$ cat src/sv/lpbe_pkg.sv
// ---------------------------------------------------------------------------
// lpbe_pkg
// shared types and constants of the led pixel bit encoder
// ---------------------------------------------------------------------------
`default_nettype none

package lpbe_pkg;

  // tick counters and timing registers
  localparam int unsigned TickWidth = 15;

  // configuration port
  localparam int unsigned CfgIdxW  = 3;
  localparam int unsigned CfgDataW = 15;

  // pixel queue between front and back
  localparam int unsigned FifoDepth = 2;
  localparam int unsigned FifoPtrW  = (FifoDepth > 1) ? $clog2(FifoDepth) : 1;
  localparam int unsigned FifoCntW  = $clog2(FifoDepth + 1);

  // symbol counter, counts down to the last symbol of a pixel
  localparam int unsigned SymCntW = 5;
  localparam logic [SymCntW-1:0] LastSym3 = SymCntW'(24 - 1);
  localparam logic [SymCntW-1:0] LastSym4 = SymCntW'(32 - 1);

  typedef logic [TickWidth-1:0] tick_t;

  typedef enum logic [1:0] {
    OrderRgb  = 2'd0,
    OrderGrb  = 2'd1,
    OrderRgbw = 2'd2,
    OrderWrgb = 2'd3
  } color_order_e;

  typedef enum logic [CfgIdxW-1:0] {
    RegColorOrder = 3'd0,
    RegZeroHigh   = 3'd1,
    RegZeroLow    = 3'd2,
    RegOneHigh    = 3'd3,
    RegOneLow     = 3'd4
  } reg_idx_e;

  // reset values of the registers
  localparam color_order_e ColorOrderRst = OrderGrb;
  localparam tick_t ZeroHighRst = TickWidth'(3);
  localparam tick_t ZeroLowRst  = TickWidth'(9);
  localparam tick_t OneHighRst  = TickWidth'(9);
  localparam tick_t OneLowRst   = TickWidth'(3);

  typedef struct packed {
    logic [7:0] red;
    logic [7:0] green;
    logic [7:0] blue;
    logic [7:0] white;
    logic       last_pixel;
  } pixel_t;

  typedef struct packed {
    tick_t high_ticks;
    tick_t low_ticks;
    logic  bit_value;
    logic  pixel_done;
    logic  frame_done;
  } symbol_t;

  typedef struct packed {
    tick_t zero_high;
    tick_t zero_low;
    tick_t one_high;
    tick_t one_low;
  } timing_t;

  // one classified pixel: reordered bytes, first byte highest
  typedef struct packed {
    logic [31:0] bits;
    logic        four_byte;
    logic        last_pixel;
  } entry_t;

endpackage

`default_nettype wire

$ cat src/sv/lpbe_front.sv
// ---------------------------------------------------------------------------
// lpbe_front
// accepts pixels and reorders their bytes by the colour order
// ---------------------------------------------------------------------------
`default_nettype none

module lpbe_front import lpbe_pkg::*; (
  input  wire color_order_e color_order_i,
  input  wire               in_valid_i,
  output logic              in_ready_o,
  input  wire pixel_t       in_data_i,
  input  wire               q_ready_i,
  output logic              q_push_o,
  output entry_t            q_entry_o
);

  assign in_ready_o = q_ready_i;
  assign q_push_o   = in_valid_i & q_ready_i;

  always_comb begin
    q_entry_o.last_pixel = in_data_i.last_pixel;
    case (color_order_i)
      OrderRgb: begin
        q_entry_o.bits      = {in_data_i.red, in_data_i.green, in_data_i.blue, 8'h00};
        q_entry_o.four_byte = 1'b0;
      end
      OrderGrb: begin
        q_entry_o.bits      = {in_data_i.green, in_data_i.red, in_data_i.blue, 8'h00};
        q_entry_o.four_byte = 1'b0;
      end
      OrderRgbw: begin
        q_entry_o.bits      = {in_data_i.red, in_data_i.green, in_data_i.blue,
                               in_data_i.white};
        q_entry_o.four_byte = 1'b1;
      end
      default: begin
        q_entry_o.bits      = {in_data_i.white, in_data_i.red, in_data_i.green,
                               in_data_i.blue};
        q_entry_o.four_byte = 1'b1;
      end
    endcase
  end

endmodule

`default_nettype wire

$ cat src/sv/lpbe_fifo.sv
// ---------------------------------------------------------------------------
// lpbe_fifo
// short pixel queue between the front and the symbol shifter
// ---------------------------------------------------------------------------
`default_nettype none

module lpbe_fifo import lpbe_pkg::*; (
  input  wire         clk_i,
  input  wire         rst_ni,
  input  wire         push_i,
  input  wire entry_t push_data_i,
  output logic        ready_o,
  input  wire         pop_i,
  output logic        valid_o,
  output entry_t      pop_data_o
);

  entry_t                mem_q [FifoDepth];
  logic [FifoPtrW-1:0]   wr_ptr_q, wr_ptr_d;
  logic [FifoPtrW-1:0]   rd_ptr_q, rd_ptr_d;
  logic [FifoCntW-1:0]   count_q, count_d;
  logic                  do_push, do_pop;

  assign ready_o    = (count_q != FifoCntW'(FifoDepth));
  assign valid_o    = (count_q != '0);
  assign pop_data_o = mem_q[rd_ptr_q];

  assign do_push = push_i & ready_o;
  assign do_pop  = pop_i & valid_o;

  always_comb begin
    wr_ptr_d = wr_ptr_q;
    rd_ptr_d = rd_ptr_q;
    count_d  = count_q;
    if (do_push) begin
      wr_ptr_d = (wr_ptr_q == FifoPtrW'(FifoDepth - 1)) ? '0 : wr_ptr_q + 1'b1;
    end
    if (do_pop) begin
      rd_ptr_d = (rd_ptr_q == FifoPtrW'(FifoDepth - 1)) ? '0 : rd_ptr_q + 1'b1;
    end
    if (do_push && !do_pop) begin
      count_d = count_q + 1'b1;
    end else if (do_pop && !do_push) begin
      count_d = count_q - 1'b1;
    end
  end

  always_ff @(posedge clk_i or negedge rst_ni) begin
    if (!rst_ni) begin
      wr_ptr_q <= '0;
      rd_ptr_q <= '0;
      count_q  <= '0;
    end else begin
      wr_ptr_q <= wr_ptr_d;
      rd_ptr_q <= rd_ptr_d;
      count_q  <= count_d;
    end
  end

  always_ff @(posedge clk_i) begin
    if (do_push) begin
      mem_q[wr_ptr_q] <= push_data_i;
    end
  end

`ifndef NO_ASSERTIONS
  a_count_bound: assert property (@(posedge clk_i) disable iff (!rst_ni)
    count_q <= FifoCntW'(FifoDepth))
    else $error("pixel queue over capacity");

  a_ptr_gap: assert property (@(posedge clk_i) disable iff (!rst_ni)
    (count_q == '0 || count_q == FifoCntW'(FifoDepth)) |-> (wr_ptr_q == rd_ptr_q))
    else $error("pixel queue pointers disagree with count");
`endif

endmodule

`default_nettype wire

$ cat src/sv/lpbe_back.sv
// ---------------------------------------------------------------------------
// lpbe_back
// shifts out one pulse symbol per cycle to the output register unless stalled
// ---------------------------------------------------------------------------
`default_nettype none

module lpbe_back import lpbe_pkg::*; (
  input  wire          clk_i,
  input  wire          rst_ni,
  input  wire timing_t timing_i,
  input  wire          q_valid_i,
  input  wire entry_t  q_entry_i,
  output logic         q_pop_o,
  output logic         out_valid_o,
  input  wire          out_ready_i,
  output symbol_t      out_data_o
);

  logic                cur_valid_q;
  logic [31:0]         shift_q;
  logic [SymCntW-1:0]  cnt_q;
  logic                last_q;
  logic                out_valid_q;
  symbol_t             out_q;
  logic                adv, cur_end, cur_bit;

  assign adv     = cur_valid_q & (~out_valid_q | out_ready_i);
  assign cur_end = (cnt_q == '0);
  assign cur_bit = shift_q[31];
  assign q_pop_o = q_valid_i & (~cur_valid_q | (adv & cur_end));

  assign out_valid_o = out_valid_q;
  assign out_data_o  = out_q;

  always_ff @(posedge clk_i or negedge rst_ni) begin
    if (!rst_ni) begin
      cur_valid_q <= 1'b0;
      out_valid_q <= 1'b0;
    end else begin
      if (q_pop_o) begin
        cur_valid_q <= 1'b1;
      end else if (adv && cur_end) begin
        cur_valid_q <= 1'b0;
      end
      if (adv) begin
        out_valid_q <= 1'b1;
      end else if (out_ready_i) begin
        out_valid_q <= 1'b0;
      end
    end
  end

  always_ff @(posedge clk_i) begin
    if (q_pop_o) begin
      shift_q <= q_entry_i.bits;
      cnt_q   <= q_entry_i.four_byte ? LastSym4 : LastSym3;
      last_q  <= q_entry_i.last_pixel;
    end else if (adv) begin
      shift_q <= {shift_q[30:0], 1'b0};
      cnt_q   <= cnt_q - 1'b1;
    end
    if (adv) begin
      out_q.high_ticks <= cur_bit ? timing_i.one_high : timing_i.zero_high;
      out_q.low_ticks  <= cur_bit ? timing_i.one_low : timing_i.zero_low;
      out_q.bit_value  <= cur_bit;
      out_q.pixel_done <= cur_end;
      out_q.frame_done <= cur_end & last_q;
    end
  end

`ifndef NO_ASSERTIONS
  a_frame_in_pixel: assert property (@(posedge clk_i) disable iff (!rst_ni)
    (out_valid_q && out_q.frame_done) |-> out_q.pixel_done)
    else $error("frame end outside a pixel end");

  a_pixel_end: assert property (@(posedge clk_i) disable iff (!rst_ni)
    (adv && cur_end) |=> (out_valid_q && out_q.pixel_done))
    else $error("pixel end symbol missing");

  a_pop_when_free: assert property (@(posedge clk_i) disable iff (!rst_ni)
    q_pop_o |-> (!cur_valid_q || (adv && cur_end)))
    else $error("pixel loaded over a pixel in progress");
`endif

endmodule

`default_nettype wire

$ cat src/sv/led_pixel_bit_encoder_unit.sv
// ---------------------------------------------------------------------------
// led_pixel_bit_encoder_unit
// pulse symbol encoder for serial rgb(w) led strips
// ---------------------------------------------------------------------------
// usage:
//   in channel (in_valid_i/in_ready_o/in_data_i) takes one pixel word:
//   red, green, blue, white and a last-pixel mark
//   out channel (out_valid_o/out_ready_i/out_data_o) gives one word per
//   data bit, msb first: high and low durations in ticks, the bit, a
//   pixel end mark and a frame end mark
//   rgb and grb send 24 symbols per pixel, rgbw and wrgb send 32
// path: a pixel taken while the shifter is free passes the queue, the
//   shifter and the output register before its first symbol is valid
// throughput: one symbol per cycle while out_ready_i is high, set by the
//   single-bit shifter in the back end; a two-entry queue lets the next
//   pixels wait while the current one is shifted out
// stall: a held out_ready_i freezes the output register and the shifter;
//   pixels keep being taken until the queue fills
// reset: queue and shifter empty, registers at grb, 3/9 and 9/3 ticks
// config: write registers only while no pixel is in flight
// ---------------------------------------------------------------------------
`default_nettype none

module led_pixel_bit_encoder_unit import lpbe_pkg::*; (
  input  wire                clk_i,
  input  wire                rst_ni,
  // configuration write port
  input  wire                cfg_we_i,
  input  wire [CfgIdxW-1:0]  cfg_idx_i,
  input  wire [CfgDataW-1:0] cfg_wdata_i,
  // pixel input
  input  wire                in_valid_i,
  output logic               in_ready_o,
  input  wire pixel_t        in_data_i,
  // symbol output
  output logic               out_valid_o,
  input  wire                out_ready_i,
  output symbol_t            out_data_o
);

  color_order_e color_order_q;
  timing_t      timing_q;

  // front to queue
  logic   q_ready, q_push;
  entry_t q_push_entry;
  // queue to back
  logic   q_valid, q_pop;
  entry_t q_pop_entry;

  // configuration registers
  always_ff @(posedge clk_i or negedge rst_ni) begin
    if (!rst_ni) begin
      color_order_q      <= ColorOrderRst;
      timing_q.zero_high <= ZeroHighRst;
      timing_q.zero_low  <= ZeroLowRst;
      timing_q.one_high  <= OneHighRst;
      timing_q.one_low   <= OneLowRst;
    end else if (cfg_we_i) begin
      case (reg_idx_e'(cfg_idx_i))
        RegColorOrder: color_order_q      <= color_order_e'(cfg_wdata_i[1:0]);
        RegZeroHigh:   timing_q.zero_high <= tick_t'(cfg_wdata_i);
        RegZeroLow:    timing_q.zero_low  <= tick_t'(cfg_wdata_i);
        RegOneHigh:    timing_q.one_high  <= tick_t'(cfg_wdata_i);
        RegOneLow:     timing_q.one_low   <= tick_t'(cfg_wdata_i);
        default: ;     // indexes past the list are dropped
      endcase
    end
  end

  // byte reorder and accept
  lpbe_front u_front (
    .color_order_i (color_order_q),
    .in_valid_i    (in_valid_i),
    .in_ready_o    (in_ready_o),
    .in_data_i     (in_data_i),
    .q_ready_i     (q_ready),
    .q_push_o      (q_push),
    .q_entry_o     (q_push_entry)
  );

  // pixel queue
  lpbe_fifo u_fifo (
    .clk_i       (clk_i),
    .rst_ni      (rst_ni),
    .push_i      (q_push),
    .push_data_i (q_push_entry),
    .ready_o     (q_ready),
    .pop_i       (q_pop),
    .valid_o     (q_valid),
    .pop_data_o  (q_pop_entry)
  );

  // symbol shifter and output register
  lpbe_back u_back (
    .clk_i       (clk_i),
    .rst_ni      (rst_ni),
    .timing_i    (timing_q),
    .q_valid_i   (q_valid),
    .q_entry_i   (q_pop_entry),
    .q_pop_o     (q_pop),
    .out_valid_o (out_valid_o),
    .out_ready_i (out_ready_i),
    .out_data_o  (out_data_o)
  );

endmodule

`default_nettype wire

$ cat config.mk
export PLATFORM = sky130hd
export DESIGN_NAME = led_pixel_bit_encoder_unit
export DESIGN_NICKNAME = d
export VERILOG_FILES = /design/src/sv/lpbe_pkg.sv /design/src/sv/lpbe_front.sv /design/src/sv/lpbe_fifo.sv /design/src/sv/lpbe_back.sv /design/src/sv/led_pixel_bit_encoder_unit.sv
export SDC_FILE = /design/constraint.sdc
export NUM_CORES = 1
export LEC_CHECK = 0
export ABC_AREA = 1
export BUFFER_PORTS_ARGS = -buffer_cell sky130_fd_sc_hd__buf_2
export CAP_MARGIN = 20
export CORE_ASPECT_RATIO = 0.5
export CORE_MARGIN = 1.5
export CORE_UTILIZATION = 55
export CTS_BUF_LIST = sky130_fd_sc_hd__clkbuf_4 sky130_fd_sc_hd__clkbuf_8
export CTS_CLUSTER_DIAMETER = 50
export DETAILED_ROUTE_END_ITERATION = 7
export PLACE_DENSITY = 0.78
export SLEW_MARGIN = 20
export SYNTH_ARGS = -nofsm -noshare
export SYNTH_HDL_FRONTEND = slang
export SYNTH_SLANG_ARGS = --single-unit
$ cat constraint.sdc
create_clock -name clk_i -period 2.24 [get_ports clk_i]
set_input_delay 0 -clock clk_i [delete_from_list [all_inputs] [get_ports clk_i]]
set_output_delay 0 -clock clk_i [all_outputs]
set_load 0.01 [all_outputs]
# Word-level counts from Yosys, hierarchy flattened

Memory sizes are Yosys's and may differ from the RTL's.
Index checks and enable logic that the tools add are counted.

Register bits after elaboration: 139
Output and inout port bits: 35
Memories: 1
Logic and storage cells: 78
Bits of input ports: 56
Memory bits (writable): 68

Bitwise gates (word level): 11
Multiplexer cells: 18
Add/sub/neg operators: 5
Equality and inequality tests: 7
Reductions and logical operators: 18

Memory list:

| memory       | depth | width | read ports | clocked after memory_dff | wr ports | RTL line        | text |
|---|---|---|---|---|---|---|---|
| u_fifo.mem_q | 2     | 34    | 1          | 0                        | 1        | lpbe_fifo.sv:18 | `entry_t mem_q [FifoDepth];` |

Operators by type and width:

| cell                  | number |
|---|---|
| $pmux W33 S3          | 1 |
| $mux W32              | 2 |
| $mux W15              | 2 |
| $mux W5               | 2 |
| $reduce_and A2 Y1     | 5 |
| $reduce_bool A2 Y1    | 5 |
| $mux W1               | 8 |
| $and A1 B1 Y1         | 7 |
| $eq A3 B2 Y1 const B  | 2 |
| $logic_not A5 Y1      | 1 |
| $sub A5 B1 Y5 const B | 1 |
| $mux W2               | 2 |
| $mux W4               | 1 |
| $eq A3 B1 Y1 const B  | 1 |
| $eq A3 B3 Y1 const B  | 1 |
| $logic_and A1 B1 Y1   | 3 |
| $logic_not A3 Y1      | 1 |
| $add A1 B1 Y1 const B | 2 |
| $add A2 B1 Y2 const B | 1 |
| $eq A2 B1 Y1 const B  | 1 |
| $eq A2 B2 Y1 const B  | 1 |
| $logic_not A1 Y1      | 2 |
| $logic_not A2 Y1      | 1 |
| $ne A2 B2 Y1 const B  | 1 |
| other kinds (3)       | 5 |

# Depth between registers and ports, before layout

Gate-level depths: netlist of the first run.

Depth after elaboration: 10
Gate-level depth with buffers: 13
Mapped depth without buffers: 12

# By module

A second synthesis of the first run with hierarchy kept.

Cell total of the unflattened synthesis: 847
Area total of the unflattened synthesis: 9076.2 sq um

Modules (own cells, without submodules):

| module                     | sequential area each (sq um) | times used | cells each | area an instance (sq um) |
|---|---|---|---|---|
| lpbe_back                  | 2182.1                       | 1          | 250        | 3218.1 |
| lpbe_fifo                  | 2142.1                       | 1          | 206        | 2758.9 |
| led_pixel_bit_encoder_unit | 1562.7                       | 1          | 279        | 2546.2 |
| lpbe_front                 | 0.0                          | 1          | 112        | 553.0 |

# Worst setup path after synthesis of the first run

OpenSTA, ideal clock, no wires.

Kind: register to register
Start point: register u_fifo.count_q[0]
End point: memory u_fifo.mem_q[1][0] in the netlist's numbering, enable pin
Required time: 1813 ps
Setup slack: -294 ps
Cell stages (with the launch flop): 5
Path buffers: 0
Library setup time: 427 ps
Period minus slack after synthesis: 2534 ps
Arrival: 2107 ps
Cells stage by stage: dfrtp_1 > inv_1 > nand2_1 > nand2_1 > nor2_1

Longest elaborated chain between the ends: 5

Ends and longest elaborated chain:

| what                              | RTL line                         | text |
|---|---|---|
| start: declaration                | lpbe_fifo.sv:21                  | `logic [FifoCntW-1:0] count_q, count_d;` |
| start signal: assignment          | lpbe_fifo.sv:56                  | `count_q <= count_d;` |
| $ne A2 B2 Y1 (*)                  | lpbe_fifo.sv:24                  | `assign ready_o = (count_q != FifoCntW'(FifoDepth));` |
| net in_ready_o                    | led_pixel_bit_encoder_unit.sv:33 | `output logic in_ready_o,` |
| $and A1 B1 Y1                     | lpbe_front.sv:18                 | `assign q_push_o = in_valid_i & q_ready_i;` |
| $and A1 B1 Y1 (*)                 | lpbe_fifo.sv:28                  | `assign do_push = push_i & ready_o;` |
| $mux W1 (*)                       | lpbe_fifo.sv:61                  | `if (do_push) begin` |
| $mux W1 (not written as such) (*) | lpbe_fifo.sv:62                  | `mem_q[wr_ptr_q] <= push_data_i;` |
| end: declaration                  | lpbe_fifo.sv:18                  |  |

Mark *: on every way through the listed nets, which the timed path passes. The rest lies on a longest branch.

==> summary.md, run 1 <==
| Metric | Value |
|---|---|
| Area delta synth->final | `21.7%` |
| Fin crit share | `96.0%` |
| Clock Skew | `~0.031 ns` |
| Crit path max fanout | `19` |
| Fin Setup TNS | `0 ns` |
| Layout cells sized above 1 | `between 20% and 30%` |
| Slew @ Worst Pin | `just under 0.7 ns` |
| Fin. Hold Viols | `4` |
| Final setup vio count | `0` |
| Final routed DRC violation total | `0` |
| Max stage delay cell, worst path | `dfstp_4` |
| Final worst path period need | `2.15 ns` |
| Antenna-violating nets left | `0` |
| Crit path from | `color_order_q[0]` |
| Post-Layout Inst Area | `about 10000 sq um` |
| Most frequent cells in the layout | `nand2_1, edfxtp_1, buf_2` |
| Area share of the largest cell type after synthesis | `48.8%` |
| Worst path cell trace | `inv_2 -> nand2_1 -> o21ai_0 -> dlygate4sd3_1` |
| Cell depth of the worst setup path | `4` |
| Family with the most delay on the worst path | `flip-flops` |
| WHS | `-0.00163 ns` |
| Initial antenna violation count | `0` |
| Starting DRT DRC Count | `a little under 600` |
| Largest cells by area after synthesis | `edfxtp_1, dfrtp_1, nand2_1` |
| Gpl congestion | `~0.84` |
| CTS H-tree lvls | `1` |
| Int Pwr | `approximately 9 mW` |
| Largest net degree at the start of global routing | `61` |
| Leading area contributor after synthesis | `edfxtp_1` |
| Worst min path class | `input pin to async pin` |
| Sequential fraction of the synthesis area | `just under 70%` |
| Path type of the worst setup path | `register to register` |
| Initial core utilization | `a little under 60%` |
| Post-Synthesis Cells | `768` |
| Clk Latency, worst-skew pair | `around 0.55 ns` |
| Port bufs | `90` |
| Std-Cell Rows | `31` |
| Flop pwr share | `between 40% and 50%` |
| Initial DRT Pass Iterations | `6` |
| R2r startpoint | `color_order_q[0]` |
| Most common cell after layout, fill and taps aside | `nand2_1` |
| Status | `complete, but fails checks` |
| Clock Pin Slew Worst Setup and Hold Paths | `about 0.08 ns` |
| RSZ-0062 raised after global routing | `no` |
| Synth cell types | `25` |
| Dpl hpwl | `around 11 mm` |
| Final WL | `~20 mm` |
| Synthesized area per cell | `11.1 sq um` |
| Worst-case clock buffer depth | `3` |
| Synthesis-stage register bit count | `207` |
| Worst Path Required | `roughly 2.5 ns` |
| Die width | `~180 um` |
| Post-CTS setup buffers | `0` |
| Switching Power | `roughly 4.5 mW` |
| Crit. End Element | `register` |
| Failing checks | `hold timing` |
| Cell leakage power | `~4.7 nW` |
| Post-Syn Nets | `slightly above 800` |
| Antenna Cells | `0` |
| Fin worst setup slack | `slightly below 0.09 ns` |
| Total track usage | `between 20 and 30%` |
| Vias in the first global route | `6410` |
| Pins Over Slew Limit | `0` |
| Die area | `roughly 16000 sq um` |
| Max Cap Viol | `0` |
| Clock power frac | `approximately 23%` |
| Grt ovf | `0` |
| Crit path buffers/inverters | `2` |
| Warnings from Yosys | `0` |
| Vias per cell | `5.43` |
| Ports | `91` |
| Switching fraction of total power | `around a third` |
| NumNets Final | `987` |
| Max incr delay on CP | `around 0.74 ns` |
| Pwr dens | `~1300 nW/um^2` |
| CP Data Arrival Time | `between 2 and 2.5 ns` |
| R2r worst-path depth | `4` |
| Critical Path Source Type | `register` |
| Core box area | `roughly 15000 sq um` |
| Worst slew margin | `about 54%` |
| Cell Area, Placed | `between 9000 and 10000 sq um` |
| Dpl ws | `between 0.4 and 0.5 ns` |
| Root Buffer | `clkbuf_8` |
| CTS Sinks | `between 200 and 250` |
| IR drop worst, VDD | `between 0.8 and 0.9 mV` |
| Combinational cell fraction of total power | `between 20% and 30%` |
| Via count | `6230` |
| Register-to-register setup slack | `approximately 0.089 ns` |
| DR WL/cell | `roughly 17 um` |
| CTS Buf Count | `28` |
| Fmax | `approximately 460 MHz` |
| Die height | `about 90 um` |
| CTS tree | `built` |
| First-pass GRT wire length | `between 30 and 40 mm` |
| Cell Area, Synth | `roughly 8600 sq um` |
## synthesized netlist by cell type
| library cell | n |
|---|---|
| nand2_1 | 287 |
| xnor2_1 | 2 |
| nor2_1 | 10 |
| clkbuf_1 | 14 |
| edfxtp_1 | 139 |
| buf_2 | 15 |
| buf_4 | 4 |
| ha_1 | 3 |
| inv_2 | 2 |
| nand3_1 | 36 |
| o211ai_1 | 8 |
| o21ai_0 | 86 |
| nand3b_1 | 2 |
| dfstp_2 | 9 |
| mux2_2 | 30 |
| nand4_1 | 1 |
| dfrtp_1 | 59 |
| nand2_2 | 1 |
| buf_6 | 4 |
| xor2_1 | 2 |
| nand3_2 | 1 |
| mux2i_1 | 1 |
| inv_1 | 47 |
| nor2_2 | 3 |
| nand2_4 | 2 |
## cell families after synthesis
group                    count (synthesis)  share of synthesized area (%)
multiplexers                            31                           4.06
XOR/XNOR                                 4                          0.409
buffers and inverters                   86                           4.52
flip-flops                             207                           68.8
AO/OA/AOI/OAI                           94                           5.73
AND/OR/NAND/NOR                        343                           16.1
adder cells (fa/ha/maj)                  3                          0.439
## worst register-to-register path, stage by stage, from the launching register on
cell	delay, ns
dfstp_4	0.74
inv_2	0.15
nand2_1	0.24
o21ai_0	0.15
dlygate4sd3_1	0.60
## cell type report
type	instances	area, sq um
clock inverters	11	78.8
flip-flops and latches	207	5890
inverters	49	184
clock buffers	41	514
repair buffers	167	1210
fillers	969	4400
well taps	198	248
multi-input cells	475	2290
## layer usage
metal  track usage [%]  part of all wire, %  wire length (um)  up-vias
li1                  -                    -                 -     2886
met3              5.90                  7.5              1510       87
met2              42.1                   48              9530      287
met4              10.6                  4.4               881        0
met1              33.8                   41              8120     2970
met5                 0                    0                 0        -
## through the flow
| step | util (%) | total power [mW] | instances |
|---|---|---|---|
| floorplan | - | 8.95 | 768 |
| global placement | 62.1 | 10.0 | 1034 |
| detailed placement | 62.1 | 10.2 | 1034 |
| CTS | 70.3 | 13.3 | 1148 |
| global route | 70.3 | 14.1 | 1148 |
| finish | 70.3 | 13.3 | 1148 |
## state kept, by name, indices dropped and copies added, names as in the netlist
| signal | cells |
|---|---|
| u_back.out_data_o | 33 |
| u_fifo.rd_ptr_q | 1 |
| timing_q | 60 |
| u_fifo.mem_q | 68 |
| u_back.cur_valid_q | 1 |
| u_back.cnt_q | 5 |
| color_order_q | 2 |
| u_back.out_valid_o | 1 |
| u_fifo.wr_ptr_q | 1 |
| u_fifo.count_q | 2 |
| u_back.shift_q | 32 |
| u_back.last_q | 1 |
## power by group through the flow
stage                     Clock (mW)  Sequential [mW]  Combinational, mW
after floorplan                    0             6.46               2.50
after global placement             0             6.39               3.63
after detailed placement           0             6.43               3.78
after CTS                       3.02             6.38               3.90
after global routing            3.22             6.51               4.40
final                           3.00             6.40               3.92
## repair_timing
item	4_1_cts	5_1_grt
hold endpoints to repair	200	0
endpoints found under the setup margin	0	12
gates resized for setup	0	3
hold buffers	62	0
## worst paths after layout
check,endpoint
min in group clk_i,u_fifo.mem_q[0][30]
worst max register to register,u_fifo.mem_q[1][2]
worst max-delay path,u_fifo.mem_q[1][2]
max in group asynchronous,timing_q[51]
worst min register to register,u_fifo.count_q[0]
worst min-delay path,timing_q[10]
Note: power is estimated with default switching activity, not from simulation.
==> run 2, diff against run 1 <==
- BUFFER_PORTS_ARGS: -buffer_cell sky130_fd_sc_hd__buf_2 -> default
- DONT_BUFFER_PORTS: default -> 1
- PLACE_DENSITY: 0.78 -> 0.73
- REMOVE_ABC_BUFFERS: default -> 1
==> summary.md, run 2 (synthesis results as in run 1) <==
| Metric | Value |
|---|---|
| Core box area | `14800 sq um (unchanged)` |
| Register-to-register setup slack | `0.15 ns (+0.06 ns)` |
| Total Power | `13.1 mW (-1.6%)` |
| Worst Path Required | `2.64 ns (+0.12 ns)` |
| Antenna Cells | `0 (unchanged)` |
| Fill count | `1088 (+12%)` |
| R2r startpoint | `color_order_q[0]` |
| Initial DRT Pass Iterations | `5 (-1)` |
| Root Buffer | `clkbuf_8` |
| Most common cell after layout, fill and taps aside | `nand2_1` |
| R2r worst-path depth | `6 (+2)` |
| Grt ovf | `0 (unchanged)` |
| Dpl hpwl | `10.3 mm (-6.0%)` |
| RSZ-0062 raised after global routing | `no` |
| Final WL | `18.7 mm (-6.7%)` |
| Crit path max fanout | `10 (-9)` |
| Die area | `16400 sq um (unchanged)` |
| DR WL/cell | `17.5 um (about the same)` |
| CTS tree | `built` |
| Area delta synth->final | `18.1%` |
| End of the worst register-to-register path | `u_fifo.mem_q[1][26]` |
| Slew @ Worst Pin | `0.628 ns (-0.0657 ns)` |
| Pins Over Slew Limit | `0 (unchanged)` |
| Cell leakage power | `4.39 nW (-6.5%)` |
| Vias per cell | `5.30 (-2.3%)` |
| Fmax | `478 MHz (+2.9%)` |
| Initial core utilization | `57.8% (unchanged)` |
| Die height | `91.2 um (unchanged)` |
| Reg with most FFs | `u_fifo.mem_q` |
| CTS Buf Count | `29 (+3.6%)` |
| CTS Sinks | `207 (unchanged)` |
| Layout cells sized above 1 | `14.1% (-7.6 points)` |
| NumNets Final | `910 (-7.8%)` |
| Vias in the first global route | `5866 (-8.5%)` |
| WHS | `0.00881 ns (+0.0104 ns)` |
| Fin. Hold Viols | `0 (-4)` |
| Critical Path Source Type | `register` |
| Final routed DRC violation total | `0 (unchanged)` |
| Initial antenna violation count | `0 (unchanged)` |
| Worst slew margin | `58.1% (+4.5 points)` |
| Worst-case clock buffer depth | `3 (unchanged)` |
| Die width | `179 um (unchanged)` |
| Final setup vio count | `0 (unchanged)` |
| CTS H-tree lvls | `1 (unchanged)` |
| Path type of the worst setup path | `register to register` |
| Worst min path class | `input pin to async pin` |
| Status | `finished, final reports clean` |
| Most frequent cells in the layout | `nand2_1, edfxtp_1, o21ai_0` |
| Total track usage | `23.6% (-2.2 points)` |
| First-pass GRT wire length | `30.3 mm (-8.6%)` |
| Clock Pin Slew Worst Setup and Hold Paths | `0.08 ns (about the same)` |
| Max Cap Viol | `0 (unchanged)` |
| Max reg flops | `68 (unchanged)` |
| Final worst path period need | `2.09 ns (-0.0604 ns)` |
| Ports | `91 (unchanged)` |
| IR drop worst, VDD | `0.756 mV (-8.0%)` |
| Clk Latency, worst-skew pair | `0.55 ns (about the same)` |
| Port bufs | `0 (-100%)` |
| Clock Skew | `0.0157 ns (-0.0149 ns)` |
| Pwr dens | `1300 nW/um^2 (+1.4%)` |
| Antenna-violating nets left | `0 (unchanged)` |
| CP Data Arrival Time | `2.49 ns (+0.06 ns)` |
| Std-Cell Rows | `31 (unchanged)` |
| Largest net degree at the start of global routing | `69 (+13%)` |
| Starting DRT DRC Count | `367 (-37%)` |
| Crit. End Element | `register` |
| Via count | `5678 (-8.9%)` |
| Fin crit share | `93.3% (-2.7 points)` |
| Gpl congestion | `0.746 (-11%)` |
run 2: cell types whose count changed in the layout (fill, tap and decap cells not counted), moves of 2 or more:
| cell | previous run | this run |
|---|---|---|
| clkinv_1 | 4 | 1 |
| buf_4 | 13 | 17 |
| clkinv_2 | 5 | 3 |
| dlygate4sd3_1 | 62 | 70 |
| clkbuf_4 | 8 | 12 |
| buf_2 | 90 | 0 |
| clkinvlp_4 | 0 | 2 |
run 2: metrics by stage:
| stage | cell area, sq um | TNS [ns] | utilization [%] | setup slack, ns | instances |
|---|---|---|---|---|---|
| 6_report | 10100 | 0 | 68.2 | 0.149 | 1071 |
| 2_1_floorplan | 8360 | -33.63 | - | -0.394 | 731 |
| 5_1_grt | 10100 | 0 | 68.2 | 0.0680 | 1071 |
| 3_3_place_gp | 8760 | 0 | 59.1 | 0.318 | 947 |
| 4_1_cts | 10100 | 0 | 68.2 | 0.0702 | 1071 |
| 3_5_place_dp | 8760 | 0 | 59.1 | 0.269 | 947 |
run 2: cell type report:
type | instances | area, sq um | share of cell area [%]
timing repair buffer | 89 | 876 | 8.66
clock inverter | 7 | 63.8 | 0.631
sequential | 207 | 5890 | 58.2
tap | 198 | 248 | 2.45
inverter | 49 | 184 | 1.82
multi-input combinational | 475 | 2290 | 22.7
clock buffer | 46 | 558 | 5.52
run 2: what timing repair did:
item | CTS | global route
gates resized for setup | 0 | 2
hold endpoints to repair | 203 | 0
setup buffers | 0 | 0
setup endpoints to repair | 0 | 8
hold buffers | 71 | 0
run 2: how the worst max path moves through the flow:
stage	slack (ns)	from	depth (start not counted)	to
6_report	0.15	color_order_q[0]	6	u_fifo.mem_q[1][26]
5_1_grt	0.07	color_order_q[0]	6	u_fifo.mem_q[0][27]
4_1_cts	0.07	color_order_q[0]	6	u_fifo.mem_q[1][27]
3_5_place_dp	0.27	u_back.cnt_q[0]	11	u_fifo.count_q[1]
3_3_place_gp	0.32	u_back.cnt_q[0]	11	u_fifo.count_q[1]
2_1_floorplan	-0.39	u_back.cnt_q[0]	8	u_back.cnt_q[0]
run 2: layer usage:
metal  share of wire (%)  vias up  global-route usage, %
met1                  45     2764                   32.3
met4                 1.9        0                   6.32
met2                  48      155                   39.3
met5                   0        -                      0
met3                 5.4       29                   4.41
li1                    -     2730                      -
run 2: power breakdown:
part           total [mW]  switching, mW  internal, mW
Clock                3.11           1.41          1.70
Sequential           6.56          0.650          5.91
Combinational        3.45           2.29          1.16
Total                13.1           4.35          8.77
run 2: critical path, cell delays in order (launching register included):
cell and delay [ns]:
dfstp_2 0.56, inv_2 0.15, nor2_2 0.23, buf_4 0.23, nand2_1 0.07, o211ai_1 0.10
dlygate4sd3_1 0.60
==> run 3, diff against run 2 <==
- ABC_AREA: 1 -> 0
- CELL_PAD_IN_SITES_DETAIL_PLACEMENT: default -> 1
- CELL_PAD_IN_SITES_GLOBAL_PLACEMENT: default -> 2
- CORE_UTILIZATION: 55 -> 44
- PLACE_DENSITY: 0.73 -> default
- PLACE_DENSITY_LB_ADDON: default -> 0.1
==> summary.md, run 3 <==
| Metric | Value |
|---|---|
| Initial DRT Pass Iterations | `4 (-1)` |
| Final routed DRC violation total | `0 (unchanged)` |
| Vias per cell | `5.11 (-3.6%)` |
| CP Data Arrival Time | `2.58 ns (+0.09 ns)` |
| Path type of the worst setup path | `register to register` |
| Final setup vio count | `12 (+12)` |
| Max stage delay cell, worst path | `or4b_4` |
| Most frequent cells after synthesis | `mux2_2, edfxtp_1, dfrtp_1` |
| Most common cell after layout, fill and taps aside | `mux2_2` |
| Main synth FF type | `edfxtp_1` |
| Fmax | `439 MHz (-8.2%)` |
| Family with the most delay on the worst path | `simple AND/OR/NAND/NOR gates` |
| Post-synth EDFFs | `139 (unchanged)` |
| Post-Layout Inst Area | `10500 sq um (+3.8%)` |
| NumNets Final | `652 (-28%)` |
| Root Buffer | `clkbuf_8` |
| Fin worst setup slack | `-0.0371 ns (-0.187 ns)` |
| Reg with most FFs | `u_fifo.mem_q` |
| Final WL | `17.8 mm (-4.7%)` |
| Gpl congestion | `0.747 (about the same)` |
| DR WL/cell | `20.3 um (+16%)` |
| Most frequent cells in the layout | `mux2_2, edfxtp_1, dlygate4sd3_1` |
| CTS tree | `built` |
| Multi-input gate area | `2660 sq um (+16%)` |
| Area delta synth->final | `22.4%` |
| Antenna Cells | `0 (unchanged)` |
| Total Power | `10.8 mW (-18%)` |
| CTS H-tree lvls | `1 (unchanged)` |
| Clk Latency, worst-skew pair | `0.55 ns (about the same)` |
| Worst min path class | `input pin to register` |
| Largest cells by area after synthesis | `edfxtp_1, mux2_2, dfrtp_1` |
| Status | `complete, but fails checks` |
| Vias in the first global route | `5024 (-14%)` |
| Critical Path Source Type | `register` |
| Cell leakage power | `3.96 nW (-9.8%)` |
| Crit path max fanout | `14 (+4)` |
| Max Cap Viol | `0 (unchanged)` |
| Die height | `102 um (+12%)` |
| WHS | `0.0517 ns (+0.0428 ns)` |
| Worst Path Required | `2.54 ns (-0.10 ns)` |
| CTS Sinks | `207 (unchanged)` |
| Antenna-violating nets left | `0 (unchanged)` |
| Layout cells sized above 1 | `43.3% (+29 points)` |
| Synthesized area per cell | `17.4 sq um (+56%)` |
| Die area | `20400 sq um (+25%)` |
| Async SR Flop Fraction | `32.9% (unchanged)` |
| Crit path buffers/inverters | `3 (unchanged)` |
| Final worst path period need | `2.28 ns (+0.187 ns)` |
| Initial antenna violation count | `0 (unchanged)` |
| Met1 WL | `8.11 mm (-3.0%)` |
| Most used cell, CP | `buf_12` |
| RSZ-0062 raised after global routing | `yes` |
| First-pass GRT wire length | `28.7 mm (-5.1%)` |
| Metal2 WL | `8.76 mm (-2.3%)` |
| Port bufs | `0 (unchanged)` |
| Die width | `200 um (+12%)` |
| Dpl hpwl | `10.6 mm (+3.2%)` |
| Fin Setup TNS | `-0.195 ns (-0.195 ns)` |
| CTS Buf Count | `30 (+3.4%)` |
| Register-to-register setup slack | `-0.04 ns (-0.19 ns)` |
| Largest net degree at the start of global routing | `69 (unchanged)` |
| Clock Pin Slew Worst Setup and Hold Paths | `0.07 ns (about the same)` |
| Slew @ Worst Pin | `0.594 ns (-0.0334 ns)` |
| Max incr delay on CP | `0.49 ns (-0.11 ns)` |
| Max reg flops | `68 (unchanged)` |
| DR top layer | `met4` |
| Fin crit share | `102% (+8.3 points)` |
| Worst slew margin | `60.3% (+2.2 points)` |
| Area share of the largest cell type after synthesis | `48.7% (-0.12 points)` |
| Fill count | `1746 (+60%)` |
| Utilization after layout | `56.0% (-12 points)` |
| Most common cell in the synthesized netlist | `mux2_2` |
| Worst-case clock buffer depth | `3 (unchanged)` |
| Seq. cell area | `5890 sq um (unchanged)` |
| Starting DRT DRC Count | `171 (-53%)` |
| Synthesis-stage register bit count | `207 (unchanged)` |
| Pwr dens | `1030 nW/um^2 (-21%)` |
| Total track usage | `18.4% (-5.3 points)` |
| Post-Synthesis Cells | `492 (-36%)` |
| Crit. End Element | `register` |
| Via count | `4477 (-21%)` |
| DR WL met3 | `665 um (-35%)` |
| Fin. Hold Viols | `0 (unchanged)` |
| Std-Cell Rows | `35 (+13%)` |
| Ports | `91 (unchanged)` |
| Core box area | `18700 sq um (+26%)` |
| Grt ovf | `0 (unchanged)` |
| Leading area contributor after synthesis | `edfxtp_1` |
| Cell Area, Placed | `9050 sq um (+3.3%)` |
| Sequential fraction of the synthesis area | `68.6% (-0.17 points)` |
| Cell Area, Synth | `8580 sq um (+0.25%)` |
| Clock Skew | `0.0249 ns (+0.00919 ns)` |
| Synth cell types | `32 (+28%)` |
| Pins Over Slew Limit | `0 (unchanged)` |
| IR drop worst, VDD | `0.349 mV (-54%)` |
| Failing checks | `setup timing` |
| Warnings from Yosys | `0 (unchanged)` |
| Worst path cell trace | `inv_2 -> ha_1 -> or4b_4 -> o31ai_4 -> buf_12 -> buf_12 -> mux2_2` |
| Initial core utilization | `45.8% (-12 points)` |
run 3: worst paths after layout:
check	end	cells after the start	from
worst max register to register	u_back.shift_q[20]	7	u_back.cnt_q[0]
max in group asynchronous	timing_q[33]	2	rst_ni
min in group asynchronous	u_fifo.count_q[0]	2	rst_ni
worst max-delay path	u_back.shift_q[20]	7	u_back.cnt_q[0]
worst min-delay path	timing_q[8]	4	cfg_idx_i[2]
worst min register to register	timing_q[27]	1	timing_q[27]
run 3: what timing repair did:
action                     in CTS  in global routing
pin swaps                       0                  0
hold buffers                   69                  1
hold endpoints to repair      235                 27
cloned                          0                  1
resized for setup               7                 14
setup endpoints to repair      59                 89
setup buffers                   3                  1
run 3: report_power, final:
part	total [mW]	internal (mW)	switching [mW]
Clock	3.14	1.72	1.42
Sequential	5.50	5.12	0.382
Combinational	2.15	1.14	1.01
Total	10.8	7.98	2.81
run 3: worst reg2reg max path, delay by kind of cell, from the launching register on:
family,cells,cell delay (ns)
adder cells (fa/ha/maj),1,0.14
buffers and inverters,3,0.42
AND/OR/NAND/NOR,1,0.49
flip-flops,1,0.43
AO/OA/AOI/OAI,1,0.23
multiplexers,1,0.35
run 3: metrics by stage:
stage | cells | setup WS, ns
2_1_floorplan | 468 | -0.946
6_report | 876 | -0.0371
3_5_place_dp | 747 | -0.0788
3_3_place_gp | 747 | 0.0382
5_1_grt | 876 | -0.136
4_1_cts | 875 | -0.0258
run 3: cell families after synthesis:
family	share of synthesized area, %
AO/OA/AOI/OAI	0.860
adder cells (fa/ha/maj)	0.438
XOR/XNOR	0.817
buffers and inverters	1.62
multiplexers	24.7
AND/OR/NAND/NOR	2.99
flip-flops	68.6
run 3: area by class of cell:
class                   instances  area share (%)
multi-input cells             256            25.4
clock buffers                  42            4.91
repair buffers                 93            9.32
clock inverters                14            1.07
well taps                     259            3.09
inverters                       5           0.179
flip-flops and latches        207            56.1
run 3: per-layer routing:
layer / up-vias / global-route usage, %
li1: 2052 / -
met1: 2307 / 24.3
met2: 90 / 31.2
met3: 28 / 3.89
met4: 0 / 5.09
met5: - / 0
